<file path="config.mk">
export PLATFORM = sky130hd
export DESIGN_NAME = gregorian_date_calculator
export DESIGN_NICKNAME = d
export VERILOG_FILES = /design/src/hdl/gdc_pkg.sv /design/src/hdl/gdc_ctrl.sv /design/src/hdl/gdc_dp.sv /design/src/hdl/gregorian_date_calculator.sv
export SDC_FILE = /design/constraint.sdc
export NUM_CORES = 1
export LEC_CHECK = 0
export BUFFER_PORTS_ARGS = -buffer_cell sky130_fd_sc_hd__buf_2
export CELL_PAD_IN_SITES_DETAIL_PLACEMENT = 1
export CELL_PAD_IN_SITES_GLOBAL_PLACEMENT = 1
export CORE_ASPECT_RATIO = 0.75
export CORE_MARGIN = 5
export CORE_UTILIZATION = 50
export CTS_CLUSTER_SIZE = 28
export DETAILED_ROUTE_END_ITERATION = 10
export GPL_TIMING_DRIVEN = 0
export PLACE_DENSITY_LB_ADDON = 0.15
export REMOVE_ABC_BUFFERS = 1
export SLEW_MARGIN = 20
export SYNTH_ARGS = -nofsm -noshare
export SYNTH_HDL_FRONTEND = slang
export SYNTH_SLANG_ARGS = --single-unit
export TNS_END_PERCENT = 100
</file>
<file path="constraint.sdc">
create_clock -name clk -period 5.45 [get_ports clk]
set_input_delay 0.2725 -clock clk [delete_from_list [all_inputs] [get_ports clk]]
set_output_delay 0.2725 -clock clk [all_outputs]
set_load 0.1 [all_outputs]
</file>
<file path="src/hdl/gdc_pkg.sv">
`default_nettype none
// ----------------------------------------------------------------------------
// gdc_pkg: shared types, constants and tables for the date calculator
// Holds the controller states, the command and status bundles between the
// controller and the datapath, the month tables and the reciprocal constants.
// ----------------------------------------------------------------------------
package gdc_pkg;

	// Field widths fixed by the interface
	localparam int MONTH_W = 4;
	localparam int DAY_W   = 5;
	localparam int YEAR_W  = 14;
	localparam int COUNT_W = 12;
	localparam int STAT_W  = 2;
	localparam int ORD_W   = 9;
	localparam int WDAY_W  = 3;

	// Running year needs one bit more to hold the year past the last legal one
	localparam int CY_W = YEAR_W + 1;

	// Parameter defaults
	localparam int DEF_MAX_YEAR       = 9999;
	localparam int DEF_MAX_DAYS_AHEAD = 4095;

	// Calendar constants
	localparam int FIRST_YEAR         = 1753;
	localparam int LEAPS_BEFORE_FIRST = 425;   // leap years in 1..1752

	// y / 100 = (y * 5243) >> 19, exact for y below 43690
	localparam int DIV100_MUL   = 5243;
	localparam int DIV100_SHIFT = 19;
	localparam int DIV100_PW    = YEAR_W + 13;
	localparam int Q100_W       = 8;

	// v / 7 = (v * 18725) >> 17, exact for v below 43690
	localparam int WSUM_W      = 15;
	localparam int DIV7_MUL    = 18725;
	localparam int DIV7_SHIFT  = 17;
	localparam int DIV7_PW     = WSUM_W + 15;
	localparam int Q7_W        = DIV7_PW - DIV7_SHIFT;

	// Month constants
	localparam logic [MONTH_W-1:0] MON_JAN = 4'd1;
	localparam logic [MONTH_W-1:0] MON_FEB = 4'd2;
	localparam logic [MONTH_W-1:0] MON_DEC = 4'd12;
	localparam logic [DAY_W-1:0]   DAY_FIRST = 5'd1;
	localparam logic [DAY_W-1:0]   DAY_LAST_DEC = 5'd31;

	// Status codes
	localparam logic [STAT_W-1:0] ST_OK      = 2'd0;
	localparam logic [STAT_W-1:0] ST_INVALID = 2'd1;
	localparam logic [STAT_W-1:0] ST_SAT     = 2'd2;

	// Controller states
	typedef enum logic [3:0] {
		S_IDLE,
		S_DIV,
		S_M400,
		S_CHK,
		S_SUM,
		S_MUL7,
		S_REM7,
		S_STEP,
		S_DONE
	} state_t;

	// Commands from controller to datapath
	typedef struct packed {
		logic load;
		logic div;
		logic m400;
		logic chk;
		logic sum;
		logic mul7;
		logic rem7;
		logic step;
	} cmd_t;

	// Status from datapath to controller
	typedef struct packed {
		logic valid;
		logic step_last;
	} sts_t;

	// Length of a month; zero for a code that is no month
	function automatic logic [DAY_W-1:0] month_len(input logic [MONTH_W-1:0] m,
						       input logic leap);
		logic [DAY_W-1:0] len;
		case (m)
			4'd1:    len = 5'd31;
			4'd2:    len = leap ? 5'd29 : 5'd28;
			4'd3:    len = 5'd31;
			4'd4:    len = 5'd30;
			4'd5:    len = 5'd31;
			4'd6:    len = 5'd30;
			4'd7:    len = 5'd31;
			4'd8:    len = 5'd31;
			4'd9:    len = 5'd30;
			4'd10:   len = 5'd31;
			4'd11:   len = 5'd30;
			4'd12:   len = 5'd31;
			default: len = 5'd0;
		endcase
		return len;
	endfunction

	// Days in the months before m of a common year
	function automatic logic [ORD_W-1:0] days_before(input logic [MONTH_W-1:0] m);
		logic [ORD_W-1:0] cnt;
		case (m)
			4'd2:    cnt = 9'd31;
			4'd3:    cnt = 9'd59;
			4'd4:    cnt = 9'd90;
			4'd5:    cnt = 9'd120;
			4'd6:    cnt = 9'd151;
			4'd7:    cnt = 9'd181;
			4'd8:    cnt = 9'd212;
			4'd9:    cnt = 9'd243;
			4'd10:   cnt = 9'd273;
			4'd11:   cnt = 9'd304;
			4'd12:   cnt = 9'd334;
			default: cnt = 9'd0;
		endcase
		return cnt;
	endfunction

	// Leap test from the year modulo 400
	function automatic logic leap_of_m400(input logic [8:0] r);
		return (r[1:0] == 2'd0) && !(r == 9'd100 || r == 9'd200 || r == 9'd300);
	endfunction

endpackage
`default_nettype wire

</file>
<file path="src/hdl/gdc_ctrl.sv">
`default_nettype none
// ----------------------------------------------------------------------------
// gdc_ctrl: sequencer for the date calculator
// Walks the datapath through the divide, check and weekday steps; for a valid
// date it repeats the month step up to the advanced date or the year limit.
// ----------------------------------------------------------------------------
module gdc_ctrl (
	input  wire logic          clk,
	input  wire logic          arst_n,
	input  wire logic          start,
	input  wire gdc_pkg::sts_t sts,
	output gdc_pkg::cmd_t      cmd,
	output logic               busy,
	output logic               done
);
	import gdc_pkg::*;

	state_t state_q;
	state_t state_nxt;

	// State register
	always_ff @(posedge clk or negedge arst_n) begin
		if (!arst_n) begin
			state_q <= S_IDLE;
		end else begin
			state_q <= state_nxt;
		end
	end

	// Next state and commands
	always_comb begin
		state_nxt = state_q;
		cmd       = '0;
		case (state_q)
			S_IDLE: begin
				if (start) begin
					cmd.load  = 1'b1;
					state_nxt = S_DIV;
				end
			end
			S_DIV: begin
				cmd.div   = 1'b1;
				state_nxt = S_M400;
			end
			S_M400: begin
				cmd.m400  = 1'b1;
				state_nxt = S_CHK;
			end
			S_CHK: begin
				cmd.chk   = 1'b1;
				state_nxt = S_SUM;
			end
			S_SUM: begin
				cmd.sum   = 1'b1;
				state_nxt = S_MUL7;
			end
			S_MUL7: begin
				cmd.mul7  = 1'b1;
				state_nxt = S_REM7;
			end
			S_REM7: begin
				cmd.rem7  = 1'b1;
				state_nxt = sts.valid ? S_STEP : S_DONE;
			end
			S_STEP: begin
				cmd.step = 1'b1;
				if (sts.step_last) begin
					state_nxt = S_DONE;
				end
			end
			S_DONE: begin
				state_nxt = S_IDLE;
			end
			default: begin
				state_nxt = S_IDLE;
			end
		endcase
	end

	assign busy = (state_q != S_IDLE);
	assign done = (state_q == S_DONE);

endmodule
`default_nettype wire

</file>
<file path="src/hdl/gdc_dp.sv">
`default_nettype none
// ----------------------------------------------------------------------------
// gdc_dp: datapath of the date calculator
// Input registers, reciprocal divides for /100 and /7, validity and ordinal
// logic, and the month-at-a-time date stepper with year saturation.
// ----------------------------------------------------------------------------
module gdc_dp #(
	parameter int MAX_YEAR       = gdc_pkg::DEF_MAX_YEAR,
	parameter int MAX_DAYS_AHEAD = gdc_pkg::DEF_MAX_DAYS_AHEAD
) (
	input  wire logic                          clk,
	input  wire gdc_pkg::cmd_t                 cmd,
	output gdc_pkg::sts_t                      sts,
	input  wire logic [gdc_pkg::MONTH_W-1:0]   month_in,
	input  wire logic [gdc_pkg::DAY_W-1:0]     day_in,
	input  wire logic [gdc_pkg::YEAR_W-1:0]    year_in,
	input  wire logic [gdc_pkg::COUNT_W-1:0]   days_ahead,
	output logic      [gdc_pkg::STAT_W-1:0]    status,
	output logic                               leap_year,
	output logic      [gdc_pkg::ORD_W-1:0]     ordinal_day,
	output logic      [gdc_pkg::WDAY_W-1:0]    weekday,
	output logic      [gdc_pkg::MONTH_W-1:0]   next_month,
	output logic      [gdc_pkg::DAY_W-1:0]     next_day,
	output logic      [gdc_pkg::YEAR_W-1:0]    next_year
);
	import gdc_pkg::*;

	localparam logic [YEAR_W-1:0] SAT_YEAR = YEAR_W'(MAX_YEAR);

	// Item registers
	logic [MONTH_W-1:0] m_q;
	logic [DAY_W-1:0]   d_q;
	logic [YEAR_W-1:0]  y_q;
	logic [COUNT_W-1:0] n_q;

	// Intermediate results
	logic [Q100_W-1:0] q100_q;
	logic [8:0]        m400_q;     // running year modulo 400
	logic              leap_q;
	logic              valid_q;
	logic [ORD_W-1:0]  ord_q;
	logic [Q100_W-1:0] qm1_q;      // (year - 1) / 100
	logic [WSUM_W-1:0] wsum_q;
	logic [Q7_W-1:0]   q7_q;
	logic [WDAY_W-1:0] wd_q;

	// Stepper registers
	logic [MONTH_W-1:0] cm_q;
	logic [DAY_W-1:0]   cd_q;
	logic [CY_W-1:0]    cy_q;
	logic               sat_q;

	// Combinational helpers
	logic [DIV100_PW-1:0] prod100;
	logic [YEAR_W-1:0]    m400_full;
	logic                 leap_c;
	logic                 cent_c;
	logic [DAY_W-1:0]     len_in;
	logic                 valid_c;
	logic [ORD_W-1:0]     ord_c;
	logic [YEAR_W-1:0]    ym1;
	logic [15:0]          wsum_c;
	logic [DIV7_PW-1:0]   prod7;
	logic [WSUM_W-1:0]    wrem_c;
	logic [DAY_W-1:0]     len_cur;
	logic [DAY_W-1:0]     rem_c;
	logic                 fits_c;
	logic [CY_W-1:0]      cy_inc;
	logic                 over_c;

	// Divide by 100 through the reciprocal
	assign prod100 = DIV100_PW'(y_q) * DIV100_PW'(DIV100_MUL);

	// Year modulo 400 from the hundreds quotient
	assign m400_full = y_q - YEAR_W'(16'd400 * 16'(q100_q[Q100_W-1:2]));

	// Leap flag, validity and ordinal day of the input date
	assign leap_c  = leap_of_m400(m400_q);
	assign cent_c  = (m400_q == 9'd0 || m400_q == 9'd100 ||
			  m400_q == 9'd200 || m400_q == 9'd300);
	assign len_in  = month_len(m_q, leap_c);
	assign valid_c = (m_q >= MON_JAN) && (m_q <= MON_DEC) &&
			 (d_q != 5'd0) && (d_q <= len_in) &&
			 (int'(y_q) >= FIRST_YEAR) && (int'(y_q) <= MAX_YEAR);
	assign ord_c   = days_before(m_q) + ORD_W'(d_q) +
			 ORD_W'(leap_c && (m_q > MON_FEB));

	// Weekday sum: 365 = 1 mod 7, so years count once plus the leap days
	assign ym1    = y_q - YEAR_W'(1);
	assign wsum_c = 16'(y_q) - 16'(FIRST_YEAR) + 16'(ym1 >> 2) - 16'(qm1_q) +
			16'(qm1_q >> 2) - 16'(LEAPS_BEFORE_FIRST) + 16'(ord_q);

	// Divide by 7 through the reciprocal, then the remainder
	assign prod7  = DIV7_PW'(wsum_q) * DIV7_PW'(DIV7_MUL);
	assign wrem_c = wsum_q - WSUM_W'(q7_q) * WSUM_W'(7);

	// One month step of the stepper
	assign len_cur = month_len(cm_q, leap_of_m400(m400_q));
	assign rem_c   = len_cur - cd_q;
	assign fits_c  = (n_q <= COUNT_W'(rem_c));
	assign cy_inc  = cy_q + CY_W'(1);
	assign over_c  = (cm_q == MON_DEC) && (int'(cy_inc) > MAX_YEAR);

	assign sts.valid     = valid_q;
	assign sts.step_last = fits_c || over_c;

	// Datapath registers
	always_ff @(posedge clk) begin
		if (cmd.load) begin
			m_q   <= month_in;
			d_q   <= day_in;
			y_q   <= year_in;
			sat_q <= 1'b0;
			if (int'(days_ahead) > MAX_DAYS_AHEAD) begin
				n_q <= COUNT_W'(MAX_DAYS_AHEAD);
			end else begin
				n_q <= days_ahead;
			end
		end
		if (cmd.div) begin
			q100_q <= prod100[DIV100_PW-1:DIV100_SHIFT];
		end
		if (cmd.m400) begin
			m400_q <= m400_full[8:0];
		end
		if (cmd.chk) begin
			leap_q  <= leap_c;
			valid_q <= valid_c;
			ord_q   <= ord_c;
			qm1_q   <= q100_q - Q100_W'(cent_c);
			cm_q    <= m_q;
			cd_q    <= d_q;
			cy_q    <= CY_W'(y_q);
		end
		if (cmd.sum) begin
			wsum_q <= wsum_c[WSUM_W-1:0];
		end
		if (cmd.mul7) begin
			q7_q <= prod7[DIV7_PW-1:DIV7_SHIFT];
		end
		if (cmd.rem7) begin
			wd_q <= wrem_c[WDAY_W-1:0];
		end
		// Finish inside this month, or move to the first of the next
		if (cmd.step) begin
			if (fits_c) begin
				cd_q <= cd_q + n_q[DAY_W-1:0];
				n_q  <= '0;
			end else begin
				n_q  <= n_q - COUNT_W'(rem_c) - COUNT_W'(1);
				cd_q <= DAY_FIRST;
				if (cm_q == MON_DEC) begin
					cm_q   <= MON_JAN;
					cy_q   <= cy_inc;
					m400_q <= (m400_q == 9'd399) ? 9'd0 : m400_q + 9'd1;
					if (over_c) begin
						sat_q <= 1'b1;
					end
				end else begin
					cm_q <= cm_q + MONTH_W'(1);
				end
			end
		end
	end

	// Result fields
	always_comb begin
		leap_year = leap_q;
		if (!valid_q) begin
			status      = ST_INVALID;
			ordinal_day = '0;
			weekday     = '0;
			next_month  = '0;
			next_day    = '0;
			next_year   = '0;
		end else if (sat_q) begin
			status      = ST_SAT;
			ordinal_day = ord_q;
			weekday     = wd_q;
			next_month  = MON_DEC;
			next_day    = DAY_LAST_DEC;
			next_year   = SAT_YEAR;
		end else begin
			status      = ST_OK;
			ordinal_day = ord_q;
			weekday     = wd_q;
			next_month  = cm_q;
			next_day    = cd_q;
			next_year   = cy_q[YEAR_W-1:0];
		end
	end

endmodule
`default_nettype wire

</file>
<file path="src/hdl/gregorian_date_calculator.sv">
`default_nettype none
// Sequence: once start is taken, the divide, modulo, check, sum, multiply and
// remainder states run, then the month step repeats until the advanced date or
// the year limit is reached; an invalid date goes straight to done. The
// controller takes start only in idle, after done; busy is high meanwhile.
// Each result is shown for one cycle with done and cannot be stalled.
// Reset: arst_n returns the controller to idle; no clearing pass is needed.
// ----------------------------------------------------------------------------
// gregorian_date_calculator: date check, weekday and date advance
// Validates a Gregorian date, gives its leap flag, ordinal day and weekday,
// and advances it by a day count with saturation at the last year.
// ----------------------------------------------------------------------------
module gregorian_date_calculator #(
	parameter int MAX_YEAR       = gdc_pkg::DEF_MAX_YEAR,
	parameter int MAX_DAYS_AHEAD = gdc_pkg::DEF_MAX_DAYS_AHEAD
) (
	input  wire logic                          clk,
	input  wire logic                          arst_n,
	input  wire logic                          start,
	output logic                               busy,
	output logic                               done,
	input  wire logic [gdc_pkg::MONTH_W-1:0]   month_in,
	input  wire logic [gdc_pkg::DAY_W-1:0]     day_in,
	input  wire logic [gdc_pkg::YEAR_W-1:0]    year_in,
	input  wire logic [gdc_pkg::COUNT_W-1:0]   days_ahead,
	output logic      [gdc_pkg::STAT_W-1:0]    status,
	output logic                               leap_year,
	output logic      [gdc_pkg::ORD_W-1:0]     ordinal_day,
	output logic      [gdc_pkg::WDAY_W-1:0]    weekday,
	output logic      [gdc_pkg::MONTH_W-1:0]   next_month,
	output logic      [gdc_pkg::DAY_W-1:0]     next_day,
	output logic      [gdc_pkg::YEAR_W-1:0]    next_year
);
	import gdc_pkg::*;

	cmd_t cmd;
	sts_t sts;

	// Sequencer
	gdc_ctrl u_ctrl (
		.clk    (clk),
		.arst_n (arst_n),
		.start  (start),
		.sts    (sts),
		.cmd    (cmd),
		.busy   (busy),
		.done   (done)
	);

	// Datapath
	gdc_dp #(
		.MAX_YEAR       (MAX_YEAR),
		.MAX_DAYS_AHEAD (MAX_DAYS_AHEAD)
	) u_dp (
		.clk         (clk),
		.cmd         (cmd),
		.sts         (sts),
		.month_in    (month_in),
		.day_in      (day_in),
		.year_in     (year_in),
		.days_ahead  (days_ahead),
		.status      (status),
		.leap_year   (leap_year),
		.ordinal_day (ordinal_day),
		.weekday     (weekday),
		.next_month  (next_month),
		.next_day    (next_day),
		.next_year   (next_year)
	);

endmodule
`default_nettype wire

</file>
==> summary.txt, run 1 <==
Finish
  • Fin cells: 1,981
  • N_diodes: 0
  • Commonest non-fill, non-tap cells in the layout: ha_1 (274), inv_1 (254), fa_1 (123)
  • Fillers: 3,292
  • Most common cell after layout, fill and taps aside: ha_1
  • Storage cell area: 3500 um^2
  • Multi-input gate area: 9940 um^2
  • Final #Nets: 2,011
  • Layout cell share with drive strength beyond 1: between 10% and 20%
  • Design area: 16,100 um^2
  • Area Overhead vs Synth: 11.3%

Drt
  • DRC Markers: 0
  • Final ANT Viol Nets: 0
  • Vias: 11,000
  • Vias per inst: 5.57
  • Wire per inst: roughly 20 um
  • DRT iter0 DRCs: 667
  • Final wirelength: 39,900 um
  • Pre-antenna DRT Iters: 5

Worst hold path
  • Min-delay worst type: in2reg

STA
  • Setup TNS: 0 ps
  • Max Clk Rate: around 190 MHz
  • Final slew viol count: 0
  • Relative slew margins: 32.0%
  • Setup violations, final: 0
  • Final setup skew: 11.9 ps
  • Unrepaired setup endpoints after global routing: yes
  • Measured slew at the worst slew-check pin: 1010 ps
  • Post-route clock period utilization: between 90% and 100%
  • Hold WS: 17.3 ps
  • Tmin final: 5270 ps
  • Hold Vio Cnt, Final: 0

Place
  • Routability cong.: 0.847
  • Post-DP Area: roughly 15,000 um^2
  • I/O Buffers: 77
  • Inst Count DP: 1,917
  • HPWL after detailed placement: 31,400 um

Yosys
  • Post-synth EDFFs: 88
  • Ys flop type: edfxtp_1
  • Synthesized netlist cell count: 1,480
  • Sequential area share after synthesis: between 20 and 25%
  • Synth Cell Area: 14,500 um^2
  • Syn Area/Cell: 9.80 um^2
  • Flops & latches, synth: 130
  • Netlist cell types: 75
  • YS warnings: 0
  • Share of synthesized flip-flops with an asynchronous set or reset: under 10%

GRT
  • GR Overflow Total: 0
  • Largest net degree at the start of global routing: 29
  • Total GRT Usage: ~25%
  • Initial antenna violation count: 0
  • Vias in the first global route: 11,700
  • First-pass GRT wire length: 63,900 um

Floorplan
  • Die width: 207 um
  • Rows: 54
  • Initial Utilization: roughly 50%
  • Die Ht: 158 um
  • I/O pin cnt: 78
  • Total die area: 32,600 um^2
  • Core ar.: 28,900 um^2

Clocking
  • Num CTS Buffers: 17
  • CTS tree: built
  • # clock sinks: 130
  • H-tree lvl count: 4
  • CTS clock-pin slew for the worst setup and hold paths: 60 ps
  • CTS Buffer Depth: 2
  • Root buffer cell: clkbuf_16
  • Clock Latency Late Sink: 430 ps

Worst setup path
  • CP startpoint kind: flop
  • Req. time, crit path: 5630 ps
  • CP Buf/Inv Count: 4
  • CP Max Fanout: 12
  • Kind of critical path: reg2reg
  • Worst EP arrival: 5450 ps
  • Crit-path slowest cell: fa_1
  • Crit path cell chain: inv_1 > fa_1 > inv_1 > fa_1 > inv_1 > fa_1 > fa_1 > inv_1 > ha_1 > a21oi_1 > o21ai_0 > a22oi_2 > o31ai_2 > nor4_1 > a311oi_1
  • CP delay by family, top: adder cells
  • Crit. End Element: flop
  • Critical path's largest stage delay: 650 ps

Job
  • Max_cap viols: 0

Run status
  • Status: finished, final reports clean
## worst register-to-register path: cells and delay by family, from the launching register on
family	cells	cell delay, ps
adders and majority gates	5	2440
AOI/OAI and AO/OA	5	1360
buffers and inverters	4	560
DFF	1	550
and+or+nand+nor	1	100
## final timing paths
| kind | startpoint | to | slack [ps] | cells after the start |
|---|---|---|---|---|
| max in group asynchronous | arst_n | u_ctrl.state_q[3]$_DFFE_PN0P_ | 5160 | 2 |
| min in group asynchronous | arst_n | u_ctrl.state_q[0]$_DFFE_PN0P_ | 180 | 2 |
| min | day_in[4] | u_dp.d_q[4]$_DFFE_PP_ | 20 | 1 |
| max reg2reg | u_dp.y_q[11]$_DFFE_PP_ | u_dp.q100_q[7]$_DFFE_PP_ | 180 | 15 |
| min reg2reg | u_dp.cy_q[14]$_DFF_P_ | u_dp.cy_q[14]$_DFF_P_ | 510 | 2 |
| max | u_dp.y_q[11]$_DFFE_PP_ | u_dp.q100_q[7]$_DFFE_PP_ | 180 | 15 |
## through the flow
stage          setup slack (ps)  utilization [%]
3_3_place_gp              -1130             52.8
2_1_floorplan               708                -
4_1_cts                    1.02             55.4
5_1_grt                   -47.7             56.0
3_5_place_dp               -727             52.9
6_report                    178             56.0
## final cells by class
type,instances,area share [%]
Clock buffer,21,2.79
Clock inverter,11,0.845
Inverter,256,5.98
Multi-Input combinational cell,1061,61.6
Sequential cell,130,21.7
Tap cell,392,3.04
Timing Repair Buffer,110,4.04
## sequential cells by signal, summed over array words and instances (netlist names), 4 cells and up, named ones only
signal	flops
u_dp.y_q	14
u_dp.wsum_q	15
u_dp.m_q	4
u_dp.m400_q	9
u_dp.n_q	12
u_dp.d_q	5
u_dp.cd_q	5
u_dp.q100_q	8
u_dp.qm1_q	8
u_dp.cm_q	4
u_dp.cy_q	15
u_dp.ord_q	9
u_ctrl.state_q	4
## cells in the mapped netlist (4+ instances only)
| cell | count | area, um^2 |
|---|---|---|
| a21boi_0 | 8 | 60.1 |
| a21o_1 | 25 | 188 |
| a21oi_1 | 62 | 310 |
| a221o_1 | 4 | 40.0 |
| a311oi_1 | 12 | 105 |
| a31oi_1 | 10 | 62.6 |
| and2_1 | 19 | 119 |
| and3_1 | 9 | 56.3 |
| and4_1 | 4 | 35.0 |
| buf_2 | 5 | 25.0 |
| clkbuf_1 | 24 | 90.1 |
| dfrtp_1 | 4 | 100 |
| dfxtp_1 | 38 | 761 |
| edfxtp_1 | 88 | 2640 |
| fa_1 | 123 | 2460 |
| ha_1 | 274 | 3430 |
| inv_1 | 255 | 957 |
| mux2i_1 | 4 | 40.0 |
| nand2_1 | 90 | 338 |
| nand2b_1 | 12 | 75.1 |
| nand3_1 | 28 | 140 |
| nand4_1 | 8 | 50.1 |
| nor2_1 | 89 | 334 |
| nor2b_1 | 11 | 68.8 |
| nor3_1 | 22 | 110 |
| nor4_1 | 5 | 31.3 |
| o211ai_1 | 5 | 37.5 |
| o21a_1 | 10 | 75.1 |
| o21ai_0 | 59 | 295 |
| o22ai_1 | 7 | 43.8 |
| o31ai_1 | 9 | 67.6 |
| o41ai_1 | 5 | 43.8 |
| or3_1 | 9 | 56.3 |
| xnor2_1 | 62 | 543 |
| xor2_1 | 17 | 149 |
## cell families after synthesis
logic type      count (synthesis)  synth area share, %
fa+ha+maj                     397                 40.6
simple gates                  324                 10.8
buf+inv                       289                 7.68
compound gates                254                 11.4
flops                         130                 24.1
xor+xnor                       79                 4.77
mux                             7                0.526
## layer usage
layer	wire length [um]	vias to the layer above	global-route usage [%]
li1	-	5227	-
met1	19200	5570	36.3
met2	18200	203	40.4
met3	1920	40	4.68
met4	586	0	5.10
met5	0	-	0
## timing repair
action                     4_1_cts  5_1_grt
hold buffers                     1        0
setup endpoints to repair       59       53
pin swaps                        0        2
buffers inserted                15       15
hold endpoints to repair         4        0
resized for setup                5       14
Power of run 1 is left out: the tool's default activity adds up to more than one toggle a clock period on the data nets, which glitch-free logic cannot reach.
==> run 2: changes to the inputs <==
- CELL_PAD_IN_SITES_GLOBAL_PLACEMENT: 1 -> 2
- CORE_UTILIZATION: 50 -> 41
==> summary.txt, run 2 (same netlist as run 1, synthesis figures left out) <==
STA
  • Hold Vio Cnt, Final: 0
  • Unrepaired setup endpoints after global routing: no
  • Measured slew at the worst slew-check pin: 913 ps
  • Setup violations, final: 0
  • Post-route clock period utilization: 95.3%
  • Max Clk Rate: 193 MHz
  • Final setup skew: 15.3 ps
  • Relative slew margins: 39.0%
  • Final slew viol count: 0
  • Tmin final: 5190 ps

Drt
  • Vias per inst: 5.19
  • Pre-antenna DRT Iters: 5
  • DRC Markers: 0
  • Final wirelength: 40,000 um
  • DRT iter0 DRCs: ~630
  • Final ANT Viol Nets: 0
  • Wire per inst: 19.2 um
  • Vias: 10,800

Clocking
  • # clock sinks: 130
  • Clock Latency Late Sink: about 450 ps
  • H-tree lvl count: 4
  • CTS Buffer Depth: 2
  • CTS clock-pin slew for the worst setup and hold paths: 60 ps
  • CTS tree: built
  • Root buffer cell: clkbuf_16
  • Num CTS Buffers: 17

Place
  • Inst Count DP: 1,983
  • I/O Buffers: 77
  • HPWL after detailed placement: 31,500 um
  • Routability cong.: ~0.8

Floorplan
  • Total die area: 39,300 um^2
  • Rows: between 50 and 60
  • Die Ht: approximately 170 um
  • I/O pin cnt: 78
  • Initial Utilization: 41.6%
  • Die width: 227 um
  • Core ar.: about 35,000 um^2

Finish
  • Fillers: 3,956
  • Area Overhead vs Synth: 14.7%
  • Fin cells: 2,083
  • Biggest regs: u_dp.cy_q (15), u_dp.wsum_q (15), u_dp.y_q (14)
  • Commonest non-fill, non-tap cells in the layout: ha_1 (274), inv_1 (252), fa_1 (123)
  • N_diodes: 0
  • Utilization after layout: about 48%
  • Layout cell share with drive strength beyond 1: 11.5%
  • Final #Nets: 2,048
  • Most common cell after layout, fill and taps aside: ha_1

Worst setup path
  • CP startpoint kind: flop
  • Reg-to-reg slack, setup: about 260 ps
  • CP Buf/Inv Count: 4
  • Crit. End Element: flop
  • Crit path cell chain: ha_1 > inv_1 > fa_1 > inv_1 > fa_1 > inv_1 > fa_1 > fa_1 > inv_1 > ha_1 > a21oi_1 > o21ai_0 > a22oi_2 > o31ai_2 > nor4_1 > a311oi_1
  • Crit-path slowest cell: edfxtp_1
  • Kind of critical path: reg2reg
  • Req. time, crit path: roughly 5700 ps
  • Critical path's largest stage delay: 790 ps
  • CP delay by family, top: adder cells
  • CP Max Fanout: 9
  • Crit Reg-Reg Startpoint: u_dp.y_q[9]$_DFFE_PP_
  • R2R Path End: u_dp.q100_q[7]$_DFFE_PP_
  • R2R cell count: 16
  • Worst EP arrival: 5410 ps

Worst hold path
  • Min-delay src: month_in[2]
  • Cells on Worst Hold Path: 1
  • Hold endpoint: u_dp.m_q[2]$_DFFE_PP_
  • Min-delay worst type: in2reg

GRT
  • Initial antenna violation count: 0
  • Vias in the first global route: 11,400
  • Total GRT Usage: 20.8%
  • GR Overflow Total: 0
  • First-pass GRT wire length: 64,000 um
  • Largest net degree at the start of global routing: 29

Run status
  • Status: finished, final reports clean

Job
  • Max_cap viols: 0
run 2: cell count changes in the layout (fill, tap and decap cells not counted), moves of 2 or more:
cell           before  now
clkinv_2            4    1
clkinv_4            0    2
buf_4              30   45
inv_4               0    2
clkinv_1            2    0
inv_1             254  252
dlygate4sd3_1       1   23
clkinvlp_4          4    6
clkbuf_1            3    1
run 2: metal layers:
metal	global-route usage (%)	vias to the layer above	wire, um	share of wire (%)
met4	3.66	0	332	0.83
li1	-	5295	-	-
met1	31.9	5355	20600	51
met5	0	-	0	0
met2	31.4	145	17700	44
met3	3.34	24	1400	3.5
run 2: metrics by stage:
step / TNS [ps] / cell area [um^2] / hold slack (ps) / setup WS, ps
global route: 0 / 16600 / 11.6 / 2.33
global placement: -26090 / 15300 / 77.7 / -1240
CTS: 0 / 16300 / 7.90 / 52.6
finish: 0 / 16600 / 42.8 / 258
floorplan: 0 / 14400 / -23.1 / 708
detailed placement: -17320 / 15300 / 81.6 / -697
run 2: worst max-delay path by stage:
stage	startpoint	end	cells after the start
5_1_grt	u_dp.y_q[10]$_DFFE_PP_	u_dp.q100_q[7]$_DFFE_PP_	16
3_3_place_gp	u_dp.m400_q[8]$_DFF_P_	u_dp.cy_q[5]$_DFF_P_	22
6_report	u_dp.y_q[9]$_DFFE_PP_	u_dp.q100_q[7]$_DFFE_PP_	16
2_1_floorplan	u_dp.y_q[8]$_DFFE_PP_	u_dp.q100_q[4]$_DFFE_PP_	16
3_5_place_dp	u_dp.m400_q[8]$_DFF_P_	u_dp.cy_q[5]$_DFF_P_	22
4_1_cts	u_dp.m400_q[8]$_DFF_P_	u_dp.n_q[11]$_DFFE_PP_	21
run 2: area by class of cell:
| type | count | area, um^2 | share of cell area [%] |
|---|---|---|---|
| sequential | 130 | 3500 | 21.1 |
| timing repair buffer | 147 | 985 | 5.92 |
| multi-input combinational | 1061 | 9960 | 59.9 |
| clock buffer | 20 | 468 | 2.81 |
| tap | 457 | 572 | 3.44 |
| inverter | 256 | 972 | 5.84 |
| clock inverter | 12 | 178 | 1.07 |
run 2: repair_timing:
action / in CTS / in global routing
resized for setup: 6 / 17
hold endpoints to repair: 26 / 0
pin swaps: 0 / 1
hold buffers: 23 / 0
cloned: 0 / 0
setup buffers: 11 / 33
setup endpoints to repair: 57 / 50
Power of run 2 is left out for the same reason.
==> run 3: changes to the inputs <==
--- a/config.mk
+++ b/config.mk
@@ -15,4 +15,5 @@
 export DETAILED_ROUTE_END_ITERATION = 10
 export GPL_TIMING_DRIVEN = 0
+export HOLD_SLACK_MARGIN = 0.03
 export PLACE_DENSITY_LB_ADDON = 0.15
 export REMOVE_ABC_BUFFERS = 1
==> constraint.sdc (replaced) <==
create_clock -name clk -period 5.45 [get_ports clk]
set_input_delay 0 -clock clk [delete_from_list [all_inputs] [get_ports clk]]
set_output_delay 0 -clock clk [all_outputs]
set_load 0.1 [all_outputs]
==> summary.txt, run 3 (same netlist as run 1, synthesis figures left out) <==
Place
  • HPWL after detailed placement: 31,500 um
  • Dpl ws: -697 ps
  • I/O Buffers: 77
  • Routability cong.: 0.804
  • Inst Count DP: 1,983

Floorplan
  • Core ar.: 34,800 um^2
  • Die Ht: 173 um
  • Total die area: 39,300 um^2
  • Rows: 59
  • I/O pin cnt: 78
  • Die width: 227 um
  • Initial Utilization: around two fifths

Drt
  • Final wirelength: 40,200 um
  • Vias per inst: 5.21
  • DRC Markers: 0
  • DRT iter0 DRCs: 687
  • Vias: 10,900
  • Pre-antenna DRT Iters: 4
  • Wire per inst: ~19 um
  • Final ANT Viol Nets: 0

Finish
  • Layout cell share with drive strength beyond 1: between 10% and 20%
  • Most common cell after layout, fill and taps aside: ha_1
  • Commonest non-fill, non-tap cells in the layout: ha_1 (274), inv_1 (252), fa_1 (123)
  • Biggest regs: u_dp.cy_q (15), u_dp.wsum_q (15), u_dp.y_q (14)
  • Area Overhead vs Synth: 15.7%
  • Final #Nets: just over 2,000
  • N_diodes: 0
  • Fin cells: approximately 2,100

Worst setup path
  • Worst EP arrival: around 5400 ps
  • Crit. End Element: flop
  • Req. time, crit path: between 5000 and 6000 ps
  • R2R Path End: u_dp.q100_q[7]$_DFFE_PP_
  • CP startpoint kind: flop
  • Reg-to-reg slack, setup: 260 ps
  • CP Max Fanout: 9
  • R2R cell count: 16
  • Kind of critical path: reg2reg
  • Crit Reg-Reg Startpoint: u_dp.y_q[9]$_DFFE_PP_

GRT
  • Largest net degree at the start of global routing: 29
  • GR Overflow Total: 0
  • Initial antenna violation count: 0
  • Total GRT Usage: 20.9%
  • Vias in the first global route: 11,500
  • First-pass GRT wire length: 64,200 um

Clocking
  • CTS tree: built
  • Num CTS Buffers: 17
  • Root buffer cell: clkbuf_16
  • # clock sinks: 130
  • Clock Latency Late Sink: approximately 450 ps
  • H-tree lvl count: 4
  • CTS Buffer Depth: 2
  • CTS clock-pin slew for the worst setup and hold paths: ~60 ps

STA
  • Final slew viol count: 0
  • Unrepaired setup endpoints after global routing: no
  • Relative slew margins: 35.3%
  • Post-route clock period utilization: 95.2%
  • Max Clk Rate: ~190 MHz
  • Measured slew at the worst slew-check pin: a little under 1000 ps
  • PnR worst setup slack: 259 ps
  • Tmin final: 5190 ps
  • Setup violations, final: 0
  • Final setup skew: 14.5 ps
  • Hold Vio Cnt, Final: 0

Worst hold path
  • Min-delay src: year_in[8]
  • Cells on Worst Hold Path: 2
  • Hold endpoint: u_dp.y_q[8]$_DFFE_PP_
  • Min-delay worst type: in2reg

Run status
  • Status: finished, final reports clean

Job
  • Max_cap viols: 0
-- run 3: changes by cell type in the layout (fill, tap and decap cells not counted), sizes merged --
cell         previous run  this run
dlygate4sd3            23        38
-- run 3: metrics by stage --
stage,instance area (um^2),hold slack (ps),TNS (ps),utilization (%)
after floorplan,14400,-296,0,-
after global routing,16800,243,0,48.2
after CTS,16500,229,0,47.2
final,16800,255,0,48.2
after global placement,15300,-195,-26090,43.9
after detailed placement,15300,-191,-17320,44.0
-- run 3: how the worst max path moves through the flow --
stage                           startpoint                  endpoint  slack (ps)  cells past startpoint
global route        u_dp.y_q[10]$_DFFE_PP_  u_dp.q100_q[7]$_DFFE_PP_           3                     16
detailed placement  u_dp.m400_q[8]$_DFF_P_      u_dp.cy_q[5]$_DFF_P_        -700                     22
CTS                 u_dp.m400_q[8]$_DFF_P_    u_dp.n_q[11]$_DFFE_PP_          50                     21
floorplan            u_dp.y_q[8]$_DFFE_PP_  u_dp.q100_q[4]$_DFFE_PP_         710                     16
finish               u_dp.y_q[9]$_DFFE_PP_  u_dp.q100_q[7]$_DFFE_PP_         260                     16
global placement    u_dp.m400_q[8]$_DFF_P_      u_dp.cy_q[5]$_DFF_P_       -1240                     22
-- run 3: routing by layer --
| layer | share of wire (%) | up-vias | GRT usage [%] |
|---|---|---|---|
| li1 | - | 5326 | - |
| met1 | 51 | 5424 | 31.9 |
| met2 | 44 | 149 | 31.5 |
| met3 | 3.5 | 26 | 3.34 |
| met4 | 0.91 | 0 | 3.76 |
| met5 | 0 | - | 0 |
-- run 3: worst max-delay path, cell delays in order, from the launching register on --
cell      delay, ps
edfxtp_1        780
ha_1            320
inv_1            70
fa_1            490
inv_1            50
fa_1            500
inv_1            50
fa_1            470
fa_1            540
inv_1            50
ha_1            290
a21oi_1          70
o21ai_0         260
a22oi_2         170
o31ai_2         370
nor4_1           90
a311oi_1        380
-- run 3: cell type report --
| cell class | count | area [um^2] |
|---|---|---|
| Sequential cell | 130 | 3500 |
| Tap cell | 457 | 572 |
| Timing Repair Buffer | 162 | 1130 |
| Clock inverter | 12 | 178 |
| Clock buffer | 20 | 468 |
| Multi-Input combinational cell | 1061 | 9960 |
| Fill cell | 3956 | 18100 |
| Inverter | 256 | 972 |
-- run 3: timing repair --
action                                  in CTS  in global routing
setup buffers                               11                 33
endpoints found under the hold margin       43                  0
pin swaps                                    0                  1
hold buffers                                38                  0
cloned                                       0                  0
resized for setup                            6                 17
endpoints found under the setup margin      57                 50
Power of run 3 is left out for the same reason.
